==> src/rtl/fta_pkg.sv <==
// Shared types, codes and helpers for the frame traffic accounting block.
package fta_pkg;

  typedef enum logic [1:0] {
    CMD_BYTE  = 2'd0,
    CMD_READ  = 2'd1,
    CMD_CLEAR = 2'd2
  } cmd_e;

  typedef enum logic [1:0] {
    CLS_IPV4  = 2'd0,
    CLS_IPV6  = 2'd1,
    CLS_ARP   = 2'd2,
    CLS_OTHER = 2'd3
  } frame_cls_e;

  typedef enum logic [1:0] {
    OP_UPDATE = 2'd0,
    OP_CLEAR  = 2'd1,
    OP_READ   = 2'd2
  } cnt_op_e;

  typedef enum logic {
    ST_IDLE = 1'b0,
    ST_READ = 1'b1
  } seq_state_e;

  localparam logic [15:0] ETYPE_IPV4 = 16'h0800;
  localparam logic [15:0] ETYPE_IPV6 = 16'h86dd;
  localparam logic [15:0] ETYPE_ARP  = 16'h0806;
  localparam logic [7:0]  PROTO_TCP  = 8'd6;
  localparam logic [7:0]  PROTO_UDP  = 8'd17;
  localparam logic [15:0] MIN_FRAME  = 16'd60;
  localparam logic [6:0]  UDP_HDR    = 7'd8;
  localparam logic [4:0]  SEL_MAX    = 5'd26;
  localparam logic [1:0]  SEL_ALL    = 2'd2;

  typedef struct packed {
    logic       tx;
    logic       srv;
    frame_cls_e cls;
    logic [16:0] wire_cnt;
    logic [15:0] payload;
  } frame_sum_t;

  typedef struct packed {
    logic        valid;
    cnt_op_e     op;
    logic [1:0]  row;
    logic [16:0] wire_cnt;
    logic [15:0] payload;
    logic [4:0]  sel;
  } cnt_req_t;

  typedef struct packed {
    logic       ok;
    logic [1:0] metric;
    logic [1:0] dir;
    logic [1:0] cls;
  } sel_dec_t;

  // Result fields in the order of the result channel.
  typedef struct packed {
    logic        kind;
    logic [63:0] value;
    logic        tx;
    logic        srv;
    logic [1:0]  cls;
    logic [16:0] wire_cnt;
    logic [15:0] payload;
  } result_t;

  // Split metric*9 + direction*3 + class into its digits.
  function automatic sel_dec_t decode_sel(input logic [4:0] sel);
    sel_dec_t d;
    logic [4:0] rem;
    d.ok     = (sel <= SEL_MAX);
    d.metric = (sel >= 5'd18) ? 2'd2 : ((sel >= 5'd9) ? 2'd1 : 2'd0);
    rem      = sel - ((d.metric == 2'd2) ? 5'd18 : ((d.metric == 2'd1) ? 5'd9 : 5'd0));
    d.dir    = (rem >= 5'd6) ? 2'd2 : ((rem >= 5'd3) ? 2'd1 : 2'd0);
    rem      = rem - ((d.dir == 2'd2) ? 5'd6 : ((d.dir == 2'd1) ? 5'd3 : 5'd0));
    d.cls    = rem[1:0];
    return d;
  endfunction

endpackage

==> src/rtl/fta_if.sv <==
// Request and result channel interfaces.
interface fta_in_if;
  logic        valid;
  logic        ready;
  logic [1:0]  command;
  logic [7:0]  data_byte;
  logic        last_byte;
  logic [15:0] frame_length;
  logic [4:0]  counter_select;
  modport source (output valid, command, data_byte, last_byte, frame_length,
                  counter_select, input ready);
  modport sink (input valid, command, data_byte, last_byte, frame_length,
                counter_select, output ready);
endinterface

interface fta_out_if;
  logic        valid;
  logic        ready;
  logic        result_kind;
  logic [63:0] counter_value;
  logic        is_transmit;
  logic        is_server;
  logic [1:0]  frame_class;
  logic [16:0] wire_bytes;
  logic [15:0] payload_bytes;
  modport source (output valid, result_kind, counter_value, is_transmit, is_server,
                  frame_class, wire_bytes, payload_bytes, input ready);
  modport sink (input valid, result_kind, counter_value, is_transmit, is_server,
                frame_class, wire_bytes, payload_bytes, output ready);
endinterface

==> src/rtl/frame_traffic_accounting.sv <==
// Top level of the frame traffic accounting block.
// Frame bytes are taken one per clock with no gaps while the request channel is ready,
// including the last byte of a frame, whose summary goes to the output register, or to the
// spare register while the output is stalled; the counter update runs behind it in a
// read-modify-write on a four-row counter memory with forwarding. A clear empties all rows.
// A counter read walks the four memory rows through the single read port: the request
// channel is held off until the last row is summed, then the sum goes out as a result.
// A spare register takes a result that meets a stalled output, so requests keep flowing while
// one result waits; the request channel stalls only while the spare is full or a read runs.
module frame_traffic_accounting #(
  parameter int COUNTER_WIDTH = 64
) (
  input  logic         clk,
  input  logic         rst,
  fta_in_if.sink       in_ch,
  fta_out_if.source    out_ch,
  input  logic         cfg_write,
  input  logic         cfg_index,
  input  logic [31:0]  cfg_data
);

  logic [31:0] local_address;
  logic [31:0] server_address;

  logic accept, take, frame_done, out_free, cnt_busy, rd_done;
  logic [COUNTER_WIDTH-1:0] rd_value;
  fta_pkg::frame_sum_t sum;
  fta_pkg::cnt_req_t   req;
  logic [1:0]          row;

  logic                res_valid;
  logic                skid_valid;
  fta_pkg::result_t    res;
  fta_pkg::result_t    skid;

  always_ff @(posedge clk) begin
    if (rst) begin
      local_address  <= '0;
      server_address <= '1;
    end else if (cfg_write) begin
      if (cfg_index == 1'b0) begin
        local_address <= cfg_data;
      end else begin
        server_address <= cfg_data;
      end
    end
  end

  assign out_free    = !out_ch.valid || out_ch.ready;
  assign in_ch.ready = !skid_valid && !cnt_busy;
  assign accept      = in_ch.valid && in_ch.ready;
  assign take        = accept && in_ch.command == fta_pkg::CMD_BYTE;
  assign frame_done  = take && in_ch.last_byte;

  fta_parser u_parser (
    .clk            (clk),
    .rst            (rst),
    .take           (take),
    .data_byte      (in_ch.data_byte),
    .last_byte      (in_ch.last_byte),
    .frame_length   (in_ch.frame_length),
    .local_address  (local_address),
    .server_address (server_address),
    .sum            (sum),
    .row            (row)
  );

  always_comb begin
    req.valid    = frame_done
                   || (accept && in_ch.command == fta_pkg::CMD_READ)
                   || (accept && in_ch.command == fta_pkg::CMD_CLEAR);
    req.op       = frame_done ? fta_pkg::OP_UPDATE
                 : ((in_ch.command == fta_pkg::CMD_READ) ? fta_pkg::OP_READ : fta_pkg::OP_CLEAR);
    req.row      = row;
    req.wire_cnt = sum.wire_cnt;
    req.payload  = sum.payload;
    req.sel      = in_ch.counter_select;
  end

  fta_counters #(
    .CW (COUNTER_WIDTH)
  ) u_counters (
    .clk      (clk),
    .rst      (rst),
    .req      (req),
    .busy     (cnt_busy),
    .rd_done  (rd_done),
    .rd_value (rd_value)
  );

  assign res_valid = frame_done || rd_done;

  always_comb begin
    res = '0;
    if (frame_done) begin
      res.tx       = sum.tx;
      res.srv      = sum.srv;
      res.cls      = sum.cls;
      res.wire_cnt = sum.wire_cnt;
      res.payload  = sum.payload;
    end else begin
      res.kind  = 1'b1;
      res.value = 64'(rd_value);
    end
  end

  // Park a result in the spare register while the output is stalled.
  always_ff @(posedge clk) begin
    if (rst) begin
      out_ch.valid <= 1'b0;
      skid_valid   <= 1'b0;
    end else if (out_free) begin
      out_ch.valid <= skid_valid || res_valid;
      skid_valid   <= skid_valid && res_valid;
    end else if (res_valid) begin
      skid_valid <= 1'b1;
    end
  end

  always_ff @(posedge clk) begin
    if (out_free) begin
      if (skid_valid) begin
        {out_ch.result_kind, out_ch.counter_value, out_ch.is_transmit, out_ch.is_server,
         out_ch.frame_class, out_ch.wire_bytes, out_ch.payload_bytes} <= skid;
      end else if (res_valid) begin
        {out_ch.result_kind, out_ch.counter_value, out_ch.is_transmit, out_ch.is_server,
         out_ch.frame_class, out_ch.wire_bytes, out_ch.payload_bytes} <= res;
      end
    end
    if (res_valid && (skid_valid || !out_free)) skid <= res;
  end

endmodule

==> src/rtl/fta_parser.sv <==
// Byte-wise frame header parser and frame classifier.
module fta_parser (
  input  logic               clk,
  input  logic               rst,
  input  logic               take,
  input  logic [7:0]         data_byte,
  input  logic               last_byte,
  input  logic [15:0]        frame_length,
  input  logic [31:0]        local_address,
  input  logic [31:0]        server_address,
  output fta_pkg::frame_sum_t sum,
  output logic [1:0]         row
);

  logic [15:0] byte_position, byte_position_next;
  logic [15:0] ether_kind, ether_kind_next;
  logic [3:0]  ip_header_words, ip_header_words_next;
  logic [7:0]  transport_protocol, transport_protocol_next;
  logic [15:0] ip_length_field, ip_length_field_next;
  logic [3:0]  tcp_header_words, tcp_header_words_next;
  logic [31:0] source_address, source_address_next;
  logic [31:0] dest_address, dest_address_next;

  logic [15:0] p;
  logic [15:0] tcp_pos;
  logic [31:0] src, dst;
  logic [6:0]  hdr;
  logic        l4;

  assign p       = byte_position;
  assign tcp_pos = 16'd26 + {10'd0, ip_header_words, 2'b00};

  always_comb begin
    byte_position_next      = (p == 16'hffff) ? p : p + 16'd1;
    ether_kind_next         = ether_kind;
    ip_header_words_next    = ip_header_words;
    transport_protocol_next = transport_protocol;
    ip_length_field_next    = ip_length_field;
    tcp_header_words_next   = tcp_header_words;
    source_address_next     = source_address;
    dest_address_next       = dest_address;
    if (p == 16'd12) begin
      ether_kind_next = {data_byte, 8'h00};
    end else if (p == 16'd13) begin
      ether_kind_next = ether_kind | {8'h00, data_byte};
    end
    if (p >= 16'd14) begin
      if (ether_kind == fta_pkg::ETYPE_IPV4) begin
        if (p == 16'd14) begin
          ip_header_words_next = data_byte[3:0];
        end else if (p == 16'd16) begin
          ip_length_field_next = {data_byte, 8'h00};
        end else if (p == 16'd17) begin
          ip_length_field_next = ip_length_field | {8'h00, data_byte};
        end else if (p == 16'd23) begin
          transport_protocol_next = data_byte;
        end
        if (p >= 16'd26 && p <= 16'd29) begin
          source_address_next = {source_address[23:0], data_byte};
        end
        if (p >= 16'd30 && p <= 16'd33) begin
          dest_address_next = {dest_address[23:0], data_byte};
        end
        if (p == tcp_pos) begin
          tcp_header_words_next = data_byte[7:4];
        end
      end else if (ether_kind == fta_pkg::ETYPE_IPV6) begin
        if (p == 16'd18) begin
          ip_length_field_next = {data_byte, 8'h00};
        end else if (p == 16'd19) begin
          ip_length_field_next = ip_length_field | {8'h00, data_byte};
        end else if (p == 16'd20) begin
          transport_protocol_next = data_byte;
        end else if (p == 16'd66) begin
          tcp_header_words_next = data_byte[7:4];
        end
      end else if (ether_kind == fta_pkg::ETYPE_ARP) begin
        if (p >= 16'd28 && p <= 16'd31) begin
          source_address_next = {source_address[23:0], data_byte};
        end
        if (p >= 16'd38 && p <= 16'd41) begin
          dest_address_next = {dest_address[23:0], data_byte};
        end
      end
    end
  end

  // Classify using the state as it stands after this byte.
  always_comb begin
    if (ether_kind_next == fta_pkg::ETYPE_IPV4) begin
      sum.cls = fta_pkg::CLS_IPV4;
    end else if (ether_kind_next == fta_pkg::ETYPE_IPV6) begin
      sum.cls = fta_pkg::CLS_IPV6;
    end else if (ether_kind_next == fta_pkg::ETYPE_ARP) begin
      sum.cls = fta_pkg::CLS_ARP;
    end else begin
      sum.cls = fta_pkg::CLS_OTHER;
    end
    if (sum.cls == fta_pkg::CLS_IPV4 || sum.cls == fta_pkg::CLS_ARP) begin
      src = source_address_next;
      dst = dest_address_next;
    end else begin
      src = '1;
      dst = '1;
    end
    hdr = (sum.cls == fta_pkg::CLS_IPV4) ? {1'b0, ip_header_words_next, 2'b00} : 7'd0;
    l4  = 1'b0;
    if (transport_protocol_next == fta_pkg::PROTO_TCP) begin
      hdr = hdr + {1'b0, tcp_header_words_next, 2'b00};
      l4  = 1'b1;
    end else if (transport_protocol_next == fta_pkg::PROTO_UDP) begin
      hdr = hdr + fta_pkg::UDP_HDR;
      l4  = 1'b1;
    end
    sum.payload = 16'd0;
    if ((sum.cls == fta_pkg::CLS_IPV4 || sum.cls == fta_pkg::CLS_IPV6) && l4
        && ip_length_field_next > {9'd0, hdr}) begin
      sum.payload = ip_length_field_next - {9'd0, hdr};
    end
    sum.tx = (src == local_address);
    if (sum.tx) begin
      sum.srv  = (dst == server_address);
      // pad short transmit frames up to the minimum
      sum.wire_cnt = (frame_length < fta_pkg::MIN_FRAME) ? 17'd64
                                                         : {1'b0, frame_length} + 17'd4;
    end else begin
      sum.srv  = (src == server_address) && (dst == local_address);
      sum.wire_cnt = {1'b0, frame_length} + 17'd4;
    end
    row = {~sum.tx, ~sum.srv};
  end

  always_ff @(posedge clk) begin
    if (rst || (take && last_byte)) begin
      byte_position      <= '0;
      ether_kind         <= '0;
      ip_header_words    <= '0;
      transport_protocol <= '0;
      ip_length_field    <= '0;
      tcp_header_words   <= '0;
      source_address     <= '0;
      dest_address       <= '0;
    end else if (take) begin
      byte_position      <= byte_position_next;
      ether_kind         <= ether_kind_next;
      ip_header_words    <= ip_header_words_next;
      transport_protocol <= transport_protocol_next;
      ip_length_field    <= ip_length_field_next;
      tcp_header_words   <= tcp_header_words_next;
      source_address     <= source_address_next;
      dest_address       <= dest_address_next;
    end
  end

endmodule

==> src/rtl/fta_counters.sv <==
// Counter store: one row per direction and server flag, read-modify-write and read-back sums.
module fta_counters #(
  parameter int CW = 64
) (
  input  logic             clk,
  input  logic             rst,
  input  fta_pkg::cnt_req_t req,
  output logic             busy,
  output logic             rd_done,
  output logic [CW-1:0]    rd_value
);

  localparam int RW = 3 * CW;

  logic [RW-1:0] mem [4];
  logic [RW-1:0] rdata;
  logic [3:0]    row_valid;

  fta_pkg::seq_state_e state, state_next;
  logic [1:0]       rd_row;
  fta_pkg::sel_dec_t rd_dec;

  logic             issue_valid;
  fta_pkg::cnt_op_e issue_op;
  logic [1:0]       issue_row;
  logic             issue_last;

  logic             s1_valid;
  fta_pkg::cnt_op_e s1_op;
  logic [1:0]       s1_row;
  logic             s1_last;
  logic [16:0]      s1_wire;
  logic [15:0]      s1_payload;

  logic          fwd_valid;
  logic [1:0]    fwd_row;
  logic [RW-1:0] fwd_data;

  logic [RW-1:0] cur, upd;
  logic [CW-1:0] field, acc, acc_next;
  logic          row_hit;
  logic          wr;

  always_comb begin
    state_next = state;
    case (state)
      fta_pkg::ST_IDLE: begin
        if (req.valid && req.op == fta_pkg::OP_READ) state_next = fta_pkg::ST_READ;
      end
      fta_pkg::ST_READ: begin
        if (rd_row == 2'd3) state_next = fta_pkg::ST_IDLE;
      end
      default: state_next = fta_pkg::ST_IDLE;
    endcase
  end

  always_comb begin
    issue_valid = 1'b0;
    issue_op    = fta_pkg::OP_UPDATE;
    issue_row   = 2'd0;
    issue_last  = 1'b0;
    case (state)
      fta_pkg::ST_IDLE: begin
        issue_valid = req.valid;
        issue_op    = req.op;
        issue_row   = (req.op == fta_pkg::OP_READ) ? 2'd0 : req.row;
      end
      fta_pkg::ST_READ: begin
        issue_valid = 1'b1;
        issue_op    = fta_pkg::OP_READ;
        issue_row   = rd_row;
        issue_last  = (rd_row == 2'd3);
      end
      default: ;
    endcase
  end

  always_ff @(posedge clk) begin
    if (rst) begin
      state    <= fta_pkg::ST_IDLE;
      rd_row   <= '0;
      s1_valid <= 1'b0;
    end else begin
      state    <= state_next;
      rd_row   <= (state == fta_pkg::ST_READ) ? rd_row + 2'd1 : 2'd1;
      s1_valid <= issue_valid;
    end
  end

  always_ff @(posedge clk) begin
    s1_op      <= issue_op;
    s1_row     <= issue_row;
    s1_last    <= issue_last;
    s1_wire    <= req.wire_cnt;
    s1_payload <= req.payload;
    if (state == fta_pkg::ST_IDLE && req.valid && req.op == fta_pkg::OP_READ) begin
      rd_dec <= fta_pkg::decode_sel(req.sel);
    end
  end

  // Take the latest write of a row over the memory, and a cleared row as zero.
  always_comb begin
    if (fwd_valid && fwd_row == s1_row) begin
      cur = fwd_data;
    end else if (row_valid[s1_row]) begin
      cur = rdata;
    end else begin
      cur = '0;
    end
    upd = {cur[3*CW-1:2*CW] + CW'(s1_payload),
           cur[2*CW-1:CW] + CW'(s1_wire),
           cur[CW-1:0] + CW'(1)};
    case (rd_dec.metric)
      2'd0:    field = cur[CW-1:0];
      2'd1:    field = cur[2*CW-1:CW];
      default: field = cur[3*CW-1:2*CW];
    endcase
    row_hit  = rd_dec.ok
               && (rd_dec.dir == fta_pkg::SEL_ALL || rd_dec.dir == {1'b0, s1_row[1]})
               && (rd_dec.cls == fta_pkg::SEL_ALL || rd_dec.cls == {1'b0, s1_row[0]});
    acc_next = ((s1_row == 2'd0) ? '0 : acc) + (row_hit ? field : '0);
    wr       = s1_valid && s1_op == fta_pkg::OP_UPDATE;
  end

  always_ff @(posedge clk) begin
    rdata <= mem[issue_row];
    if (wr) mem[s1_row] <= upd;
    if (s1_valid && s1_op == fta_pkg::OP_READ) acc <= acc_next;
    if (wr) begin
      fwd_row  <= s1_row;
      fwd_data <= upd;
    end
  end

  always_ff @(posedge clk) begin
    if (rst) begin
      row_valid <= '0;
      fwd_valid <= 1'b0;
    end else if (s1_valid && s1_op == fta_pkg::OP_CLEAR) begin
      row_valid <= '0;
      fwd_valid <= 1'b0;
    end else if (wr) begin
      row_valid[s1_row] <= 1'b1;
      fwd_valid         <= 1'b1;
    end
  end

  assign busy     = (state == fta_pkg::ST_READ) || (s1_valid && s1_op == fta_pkg::OP_READ);
  assign rd_done  = s1_valid && s1_op == fta_pkg::OP_READ && s1_last;
  assign rd_value = acc_next;

endmodule

==> src/flat_wrapper.sv <==
// flat-port wrapper written by rule: the top's interface ports become plain ports
module frame_traffic_accounting_flat 
#(
  parameter int COUNTER_WIDTH = 64
)
  (clk, rst, cfg_write, cfg_index, cfg_data, in_ch_valid, in_ch_command, in_ch_data_byte, in_ch_last_byte, in_ch_frame_length, in_ch_counter_select, in_ch_ready, out_ch_valid, out_ch_result_kind, out_ch_counter_value, out_ch_is_transmit, out_ch_is_server, out_ch_frame_class, out_ch_wire_bytes, out_ch_payload_bytes, out_ch_ready);
  fta_in_if in_ch_i ();
  fta_out_if out_ch_i ();
  input  logic clk;
  input  logic rst;
  input  logic cfg_write;
  input  logic cfg_index;
  input  logic [31:0] cfg_data;
  input wire logic [$bits(in_ch_i.valid)-1:0] in_ch_valid;
  input wire logic [$bits(in_ch_i.command)-1:0] in_ch_command;
  input wire logic [$bits(in_ch_i.data_byte)-1:0] in_ch_data_byte;
  input wire logic [$bits(in_ch_i.last_byte)-1:0] in_ch_last_byte;
  input wire logic [$bits(in_ch_i.frame_length)-1:0] in_ch_frame_length;
  input wire logic [$bits(in_ch_i.counter_select)-1:0] in_ch_counter_select;
  output wire logic [$bits(in_ch_i.ready)-1:0] in_ch_ready;
  output wire logic [$bits(out_ch_i.valid)-1:0] out_ch_valid;
  output wire logic [$bits(out_ch_i.result_kind)-1:0] out_ch_result_kind;
  output wire logic [$bits(out_ch_i.counter_value)-1:0] out_ch_counter_value;
  output wire logic [$bits(out_ch_i.is_transmit)-1:0] out_ch_is_transmit;
  output wire logic [$bits(out_ch_i.is_server)-1:0] out_ch_is_server;
  output wire logic [$bits(out_ch_i.frame_class)-1:0] out_ch_frame_class;
  output wire logic [$bits(out_ch_i.wire_bytes)-1:0] out_ch_wire_bytes;
  output wire logic [$bits(out_ch_i.payload_bytes)-1:0] out_ch_payload_bytes;
  input wire logic [$bits(out_ch_i.ready)-1:0] out_ch_ready;
  assign in_ch_i.valid = in_ch_valid;
  assign in_ch_i.command = in_ch_command;
  assign in_ch_i.data_byte = in_ch_data_byte;
  assign in_ch_i.last_byte = in_ch_last_byte;
  assign in_ch_i.frame_length = in_ch_frame_length;
  assign in_ch_i.counter_select = in_ch_counter_select;
  assign in_ch_ready = in_ch_i.ready;
  assign out_ch_valid = out_ch_i.valid;
  assign out_ch_result_kind = out_ch_i.result_kind;
  assign out_ch_counter_value = out_ch_i.counter_value;
  assign out_ch_is_transmit = out_ch_i.is_transmit;
  assign out_ch_is_server = out_ch_i.is_server;
  assign out_ch_frame_class = out_ch_i.frame_class;
  assign out_ch_wire_bytes = out_ch_i.wire_bytes;
  assign out_ch_payload_bytes = out_ch_i.payload_bytes;
  assign out_ch_i.ready = out_ch_ready;
  frame_traffic_accounting #(.COUNTER_WIDTH(COUNTER_WIDTH)) u_core (.clk(clk), .rst(rst), .in_ch(in_ch_i), .out_ch(out_ch_i), .cfg_write(cfg_write), .cfg_index(cfg_index), .cfg_data(cfg_data));
endmodule
==> config.mk <==
export PLATFORM = sky130hd
export DESIGN_NAME = frame_traffic_accounting_flat
export DESIGN_NICKNAME = d
export VERILOG_FILES = /design/src/rtl/fta_pkg.sv /design/src/rtl/fta_if.sv /design/src/rtl/frame_traffic_accounting.sv /design/src/rtl/fta_parser.sv /design/src/rtl/fta_counters.sv /design/src/flat_wrapper.sv
export SDC_FILE = /design/constraint.sdc
export NUM_CORES = 2
export LEC_CHECK = 0
export ABC_AREA = 1
export BUFFER_PORTS_ARGS = -buffer_cell sky130_fd_sc_hd__buf_4
export CAP_MARGIN = 20
export CORE_MARGIN = 2
export CORE_UTILIZATION = 60
export CTS_CLUSTER_SIZE = 12
export DETAILED_ROUTE_END_ITERATION = 7
export GPL_ROUTABILITY_DRIVEN = 0
export HOLD_SLACK_MARGIN = 0.15
export PLACE_DENSITY = 0.77
export SLEW_MARGIN = 10
export SYNTH_ARGS = -nofsm -noshare
export SYNTH_HDL_FRONTEND = slang
export SYNTH_SLANG_ARGS = --single-unit
==> constraint.sdc <==
create_clock -name clk -period 69.9 [get_ports clk]
set_input_delay 17.475 -clock clk [delete_from_list [all_inputs] [get_ports clk]]
set_output_delay 17.475 -clock clk [all_outputs]
set_load 0.01 [all_outputs]
Word-level counts from Yosys, hierarchy flattened
Memory sizes are Yosys's and may differ from the RTL's. A register that Yosys moved wholly into a read port is not among the register bits.
Index checks and enable logic that the tools add are counted.
Word-level totals
  input bits: 70
  output and inout port bits: 104
  word-level logic and storage cells: 285
  memory bits (read-only): 0
  register bits after elaboration: 710
  RAM bits: 768
  bits in latches: 0
  memories kept: 1
Memory list
  u_core.u_counters.mem: depth 4, width 192, rd ports 1, clocked after memory_dff 1, write ports 1, RTL line fta_counters.sv:15  | logic [RW-1:0] mem [4];
Cells by class
  shifts and indexed selects: 0
  eq/ne operators: 42
  divide/modulo/power cells: 0
  multipliers: 0
  order comparisons: 18
  add/sub/neg operators: 13
  multiplexer cells: 104
  reductions and logical operators: 55
  bitwise operators: 8
Operators with widths (number)
  $mux W32: 14
  $mux W192: 2
  $mux W64: 4
  $mux W16: 13
  $eq A32 B32 Y1: 4
  $pmux W64 S2: 1
  $eq A16 B5 Y1 const B: 6
  $mux W8: 10
  $mux W17: 4
  $mux W65: 1
  $add A64 B1 Y64 const B: 1
  $add A64 B16 Y64: 1
  $add A64 B17 Y64: 1
  $add A64 B64 Y64: 1
  $eq A16 B12 Y1 const B: 4
  $eq A16 B16 Y1 const B: 3
  $eq A16 B4 Y1 const B: 3
  $ge A16 B5 Y1 const B: 3
  $mux W4: 12
  $mux W37: 1
  $le A16 B5 Y1 const B: 2
  $le A16 B6 Y1 const B: 2
  $or A16 B8 Y16: 2
  $logic_and A1 B1 Y1: 26
  45 further kinds: 119

Depth between registers and ports, before layout
  depth in word-level cells: 18
  depth in mapped cells: 39

Cells and area by module
A second synthesis with hierarchy kept.
Unflattened totals
  cells, all modules: 9481
  area, all modules: 82073.7 sq um
Modules (own cells, without submodules)
  fta_counters: area an instance 59653.5 sq um, cells an instance 6298, times used 1
  fta_parser: area an instance 11930.2 sq um, cells an instance 2167, times used 1
  frame_traffic_accounting: area an instance 10490.1 sq um, cells an instance 1016, times used 1

Worst setup path before layout
No wires, ideal clock.
  path kind: register to register
  from: register u_core.u_counters.s1_op[1]
  to: memory u_core.u_counters.mem[3][0] (netlist name) (enable)
  slack: 46.210 ns
  clock period less this slack: 23.690 ns
  stages on the path, launching flop included: 6
  arrival: 22.707 ns
  library setup time: 0.983 ns
  data required time: 68.917 ns
  path through: dfxtp_1 -> inv_1 -> nand2_1 -> nor2_1 -> inv_1 -> nor3_1
On the way
  word-level cells in the longest chain between the ends: 4
RTL lines
  start, declared: RTL line fta_counters.sv:29  | fta_pkg::cnt_op_e s1_op;
  start signal, assigned: RTL line fta_counters.sv:91  | s1_op <= issue_op;
  $logic_not A2 Y1: RTL line fta_counters.sv:122  | wr = s1_valid && s1_op == fta_pkg::OP_UPDATE;
  $logic_and A1 B1 Y1: RTL line fta_counters.sv:122
  named net u_core.u_counters.wr: RTL line fta_counters.sv:42  | logic wr;
  $mux W1: RTL line fta_counters.sv:127  | if (wr) mem[s1_row] <= upd;
  $mux W1 (implied by the code): RTL line fta_counters.sv:127
  end, declared: RTL line fta_counters.sv:15
The timed path passes the listed nets, and every way through them passes these cells.

Final worst setup path
  from: input port in_ch_data_byte[1]
  to: register u_core.u_counters.rdata[75] (read register of u_core.u_counters.mem)
On the way
  word-level cells in the longest chain between the ends: 16
  elaborated cells between the ends (all ways): 36
  classes of those cells: eq/ne (8); mux (22); bitwise (3); reduce/logical (3)
RTL lines
  start, declared: RTL line flat_wrapper.sv:16  | input wire logic [$bits(in_ch_i.data_byte)-1:0] in_ch_data_byte;
  $or A16 B8 Y16: RTL line fta_parser.sv:45  | ether_kind_next = ether_kind | {8'h00, data_byte};
  $mux W16: RTL line fta_parser.sv:44  | end else if (p == 16'd13) begin
  $mux W16: RTL line fta_parser.sv:42  | if (p == 16'd12) begin
  $eq A16 B12 Y1: RTL line fta_parser.sv:94  | end else if (ether_kind_next == fta_pkg::ETYPE_ARP) begin
  $mux W1: RTL line fta_parser.sv:94
  $mux W2: RTL line fta_parser.sv:92  | end else if (ether_kind_next == fta_pkg::ETYPE_IPV6) begin
  $mux W2: RTL line fta_parser.sv:90  | if (ether_kind_next == fta_pkg::ETYPE_IPV4) begin
  $eq A2 B2 Y1 or $logic_not A2 Y1 (tied branches): RTL line fta_parser.sv:99  | if (sum.cls == fta_pkg::CLS_IPV4 || sum.cls == fta_pkg::CLS_ARP) begin
  $logic_or A1 B1 Y1: RTL line fta_parser.sv:99
  $mux W32: RTL line fta_parser.sv:99
  $eq A32 B32 Y1: RTL line fta_parser.sv:127  | sum.srv = (src == server_address) && (dst == local_address);
  $logic_and A1 B1 Y1: RTL line fta_parser.sv:127
  $mux W1: RTL line fta_parser.sv:121  | if (sum.tx) begin
  $not A1 Y1: RTL line fta_parser.sv:130  | row = {~sum.tx, ~sum.srv};
  $mux W2 (*): RTL line fta_counters.sv:66  | issue_row = (req.op == fta_pkg::OP_READ) ? 2'd0 : req.row;
  $pmux W2 S2 (*): RTL line fta_counters.sv:62  | case (state)
  end, declared: RTL line fta_counters.sv:16  | logic [RW-1:0] rdata;
Mark *: on every way between the ends. The rest lies on a longest branch, timed or not.
A chain may end at the register's enable or synchronous reset.

==> results by group <==
Setup path
  – Setup slack, reg-to-reg: between 60 and 70 ns
  – CP max stage cell: buf_4
  – Capturing point of the worst reg2reg path: u_core.out_ch.counter_value[40]$_DFFE_PP_
  – Crit Path Class: input pin to flop
  – Critical path, cell by cell: buf_4 -> inv_1 -> nand3_1 -> nand2_1 -> nand3_1 -> nor2_2 -> nand3_2 -> nand2_4 -> nand2_1 -> xor2_1 -> nand3_1 -> nor2_1 -> nand2_1 -> nor2_2 -> nand2_1 -> nand3_4 -> buf_12 -> buf_4 -> nand3_1 -> nand3_1 -> nand2_1
  – Setup crit start kind: input pin
  – Worst setup EP type: flop
  – WP data required: 70.60 ns
  – Delay of the slowest critical-path stage: 0.79 ns
  – Worst r2r src: u_core.u_counters.s1_row[1]$_DFF_P_
  – WP data arrival: around 23 ns
  – Worst-path fanout max: ~210
  – R2R cell count: 28
  – CP bufs+invs: 4
  – CP top delay family: simple AND/OR/NAND/NOR gates

Timing
  – Fmax: 0.0452 GHz
  – Final Cycle Share: 31.6%
  – Post-route minimum period: 22.11 ns
  – Setup TNS: 0 ns
  – Final Setup Violations: 0
  – Slew HR: about 21%
  – Clk_skew: approximately 0.024 ns
  – RSZ-0062 raised after global routing: false
  – Final slew viol count: 0
  – Worst slew pin tran: ~1.2 ns
  – Setup ws final: around 48 ns
  – Final Hold Viols: 0

Min path
  – Worst Hold Launch: u_core.u_parser.tcp_header_words[3]$_SDFFE_PP0P_
  – Hold Path End: u_core.u_parser.tcp_header_words[3]$_SDFFE_PP0P_
  – Hold Path Class: flop to flop
  – WHS Path Cells: 2

Die
  – Core ar.: around 130000 µm²
  – Die width: 372 µm
  – Die footprint: approximately 140000 µm²
  – Core Rows: roughly 140
  – Initial Util: approximately three fifths
  – # IOs: ~170
  – Die Span Y: 372 µm

Logic synthesis
  – Mapped cell area: 81300 µm²
  – EDFF count, synth: between 1000 and 1500
  – Main synth FF type: edfxtp_1
  – Cell variety after synth: 57
  – Gate count of the mapped netlist: approximately 9300
  – Asr flop ratio synth: 0%
  – Post-synthesis sequential area ratio: 56.3%
  – Mean Syn Cell Area: about 8.7 µm²
  – #FFs+latches synth: 1670
  – Syn nets: 9523
  – Ys Warns: 0

Clock tree
  – Clk_lat worst skew: 0.82 ns
  – Htree depth: 4
  – Hold-fix buffers at CTS: 0
  – Clk sinks: 1670
  – CTS tree: built
  – Clk root buf: clkbuf_16
  – Clock-pin slew on the worst setup and hold paths: approximately 0.060 ns
  – # Post-CTS Setup Buffers: 0
  – Post_cts resized: 0
  – CTS Buf Count: ~170
  – Clk buf depth: 3

Place
  – Port-buffer cells: around 170
  – Placed cells: 10972
  – HPWL Detailed: ~140000 µm
  – Post-Place Setup Slack: 46.97 ns

Power
  – Clock power frac: approximately two fifths
  – Reg power frac: roughly 51%
  – Lkg Pwr: 40.0 nW
  – Net Switching: 524 µW
  – Max VDD drop: roughly 0.03 mV
  – Sw Ratio: about a quarter
  – Pwr/cell area: roughly 24 nW/µm²
  – Gate power share: 8.3%
  – Internal power: 1.64 mW

Routing
  – Initial DRC count: ~8400
  – Post-DR vias/cell: just under 6
  – Antenna violation net count after detailed routing: 0
  – DR WL/cell: 19.9 µm
  – Routed WL: around 220000 µm
  – Residual DRC: 11
  – Total number of vias: 65552
  – First-pass DRT Iterations: 8

Finish
  – ANT cells: 0
  – P&R area growth vs syn: 9.88%
  – Final cell count without fillers: 11299
  – Most frequent cells in the layout: nand2_1 (2047), inv_1 (1618), edfxtp_1 (1237)
  – Layout cells sized above 1: roughly 5.9%
  – Layout filler cell count: between 10000 and 15000
  – Reg area: 45800 µm²
  – Nets@finish: around 9600
  – Most common cell after layout, fill and taps aside: nand2_1
  – Multi-input logic area: 27700 µm²

Global route
  – Largest net degree at the start of global routing: 209
  – Gr usage total: approximately 32%
  – Initial antenna violation count: 5
  – Total grt overflow: 0
  – Global-route wire length before repair: approximately 340000 µm
  – Number of global-route vias before repair: 61817

Outcome
  – Failing checks: design-rule violations
  – Status: finished, violations left

Job
  – Max-cap violation count: 0
-- cell families after synthesis --
| group | Yosys count | synth area share (%) |
|---|---|---|
| XOR/XNOR | 278 | 2.99 |
| AND/OR/NAND/NOR | 4161 | 21.7 |
| flip-flops | 1670 | 56.3 |
| AO/OA/AOI/OAI | 1062 | 7.16 |
| buffers and inverters | 2034 | 9.80 |
| adder cells (fa/ha/maj) | 124 | 1.96 |
-- Yosys cell counts, types with 8 or more instances --
master	n	area, µm²
xnor2_1	74	648
nand2_1	2049	7690
o21bai_1	8	60.1
nand3_1	1140	5710
and2_1	8	50.1
nor4_1	45	282
o21a_1	11	82.6
a211oi_1	8	60.1
ha_1	118	1480
nor2_1	708	2660
clkbuf_1	212	796
a31oi_1	26	163
buf_4	15	113
xor2_1	204	1790
nand4_1	74	463
a2111oi_0	11	96.3
nor3_1	82	410
o21ai_1	28	140
buf_1	33	124
inv_1	1624	6100
edfxtp_1	1237	37100
o21ai_0	491	2460
a21oi_1	337	1690
a21boi_0	15	113
a221oi_1	11	96.3
buf_2	121	606
nor2_2	8	50.1
o211ai_1	53	398
dfxtp_1	433	8670
o22ai_1	33	206
or2_2	17	106
buf_6	16	180
-- layer usage --
layer | global-route usage (%) | wire length (µm) | share of wire [%] | up-vias
met5 | 0 | 25 | 0.011 | -
met4 | 13.8 | 10000 | 4.5 | 4
met3 | 6.33 | 23900 | 11 | 640
met2 | 50.9 | 103000 | 46 | 3792
met1 | 42.8 | 87100 | 39 | 30597
li1 | - | - | - | 30519
-- registers in the layout, indices dropped and copies added, names as in the netlist, 32 cells and up --
signal                          flops
u_core.local_address               32
u_core.u_counters.fwd_data        192
u_core.u_counters.acc              64
u_core.server_address              32
u_core.u_counters.mem             768
u_core.u_parser.source_address     32
u_core.skid                       102
u_core.u_counters.rdata           192
u_core.u_parser.dest_address       32
u_core.out_ch.counter_value        64
-- per-stage QoR --
step	total power [mW]	util [%]	instance area (µm²)	hold slack (ns)
after floorplan	1.25	-	81300	0.403
after global placement	1.29	62.2	83900	0.451
after detailed placement	1.30	62.2	83900	0.458
after CTS	2.16	66.1	89200	0.469
after global routing	2.23	66.2	89300	0.486
final	2.16	66.2	89300	0.466
-- how the worst max path moves through the flow --
| stage | cells past startpoint | slack (ns) | endpoint | from |
|---|---|---|---|---|
| floorplan | 5 | 46.21 | u_core.u_counters.mem[3][0]$_DFFE_PP_ | u_core.u_counters.s1_op[1]$_SDFF_PP1_ |
| global placement | 26 | 47.20 | u_core.u_counters.rdata[122]$_DFF_P_ | in_ch_data_byte[4] |
| detailed placement | 26 | 46.97 | u_core.u_counters.rdata[115]$_DFF_P_ | in_ch_data_byte[4] |
| CTS | 26 | 47.82 | u_core.u_counters.rdata[115]$_DFF_P_ | in_ch_data_byte[4] |
| global route | 25 | 47.59 | u_core.u_counters.rdata[132]$_DFF_P_ | in_ch_data_byte[1] |
| finish | 21 | 47.79 | u_core.u_counters.rdata[75]$_DFF_P_ | in_ch_data_byte[1] |
-- power groups by stage --
stage	Combinational, mW	Clock, mW	Sequential [mW]
2_1_floorplan	0.120	0	1.13
6_report	0.179	0.877	1.11
5_1_grt	0.196	0.921	1.11
3_5_place_dp	0.173	0	1.13
4_1_cts	0.175	0.883	1.11
3_3_place_gp	0.168	0	1.13
-- final cells by class --
type / count / share of cell area, %
clock inverters: 39 / 0.412
multi-input cells: 5625 / 31.0
clock buffers: 280 / 5.57
repair buffers: 268 / 2.39
inverters: 1636 / 6.88
flip-flops and latches: 1670 / 51.3
well taps: 1781 / 2.49
-- worst register-to-register path, delay by kind of cell, from the launching register on --
kind | cells | cell delay, ns
AOI/OAI and AO/OA | 9 | 3.24
adders and majority gates | 2 | 0.61
buffers and inverters | 6 | 0.96
xor gates and xnor gates | 2 | 0.61
and+or+nand+nor | 9 | 1.61
DFF | 1 | 0.54
No activity file was read; power rests on OpenSTA's default activity.
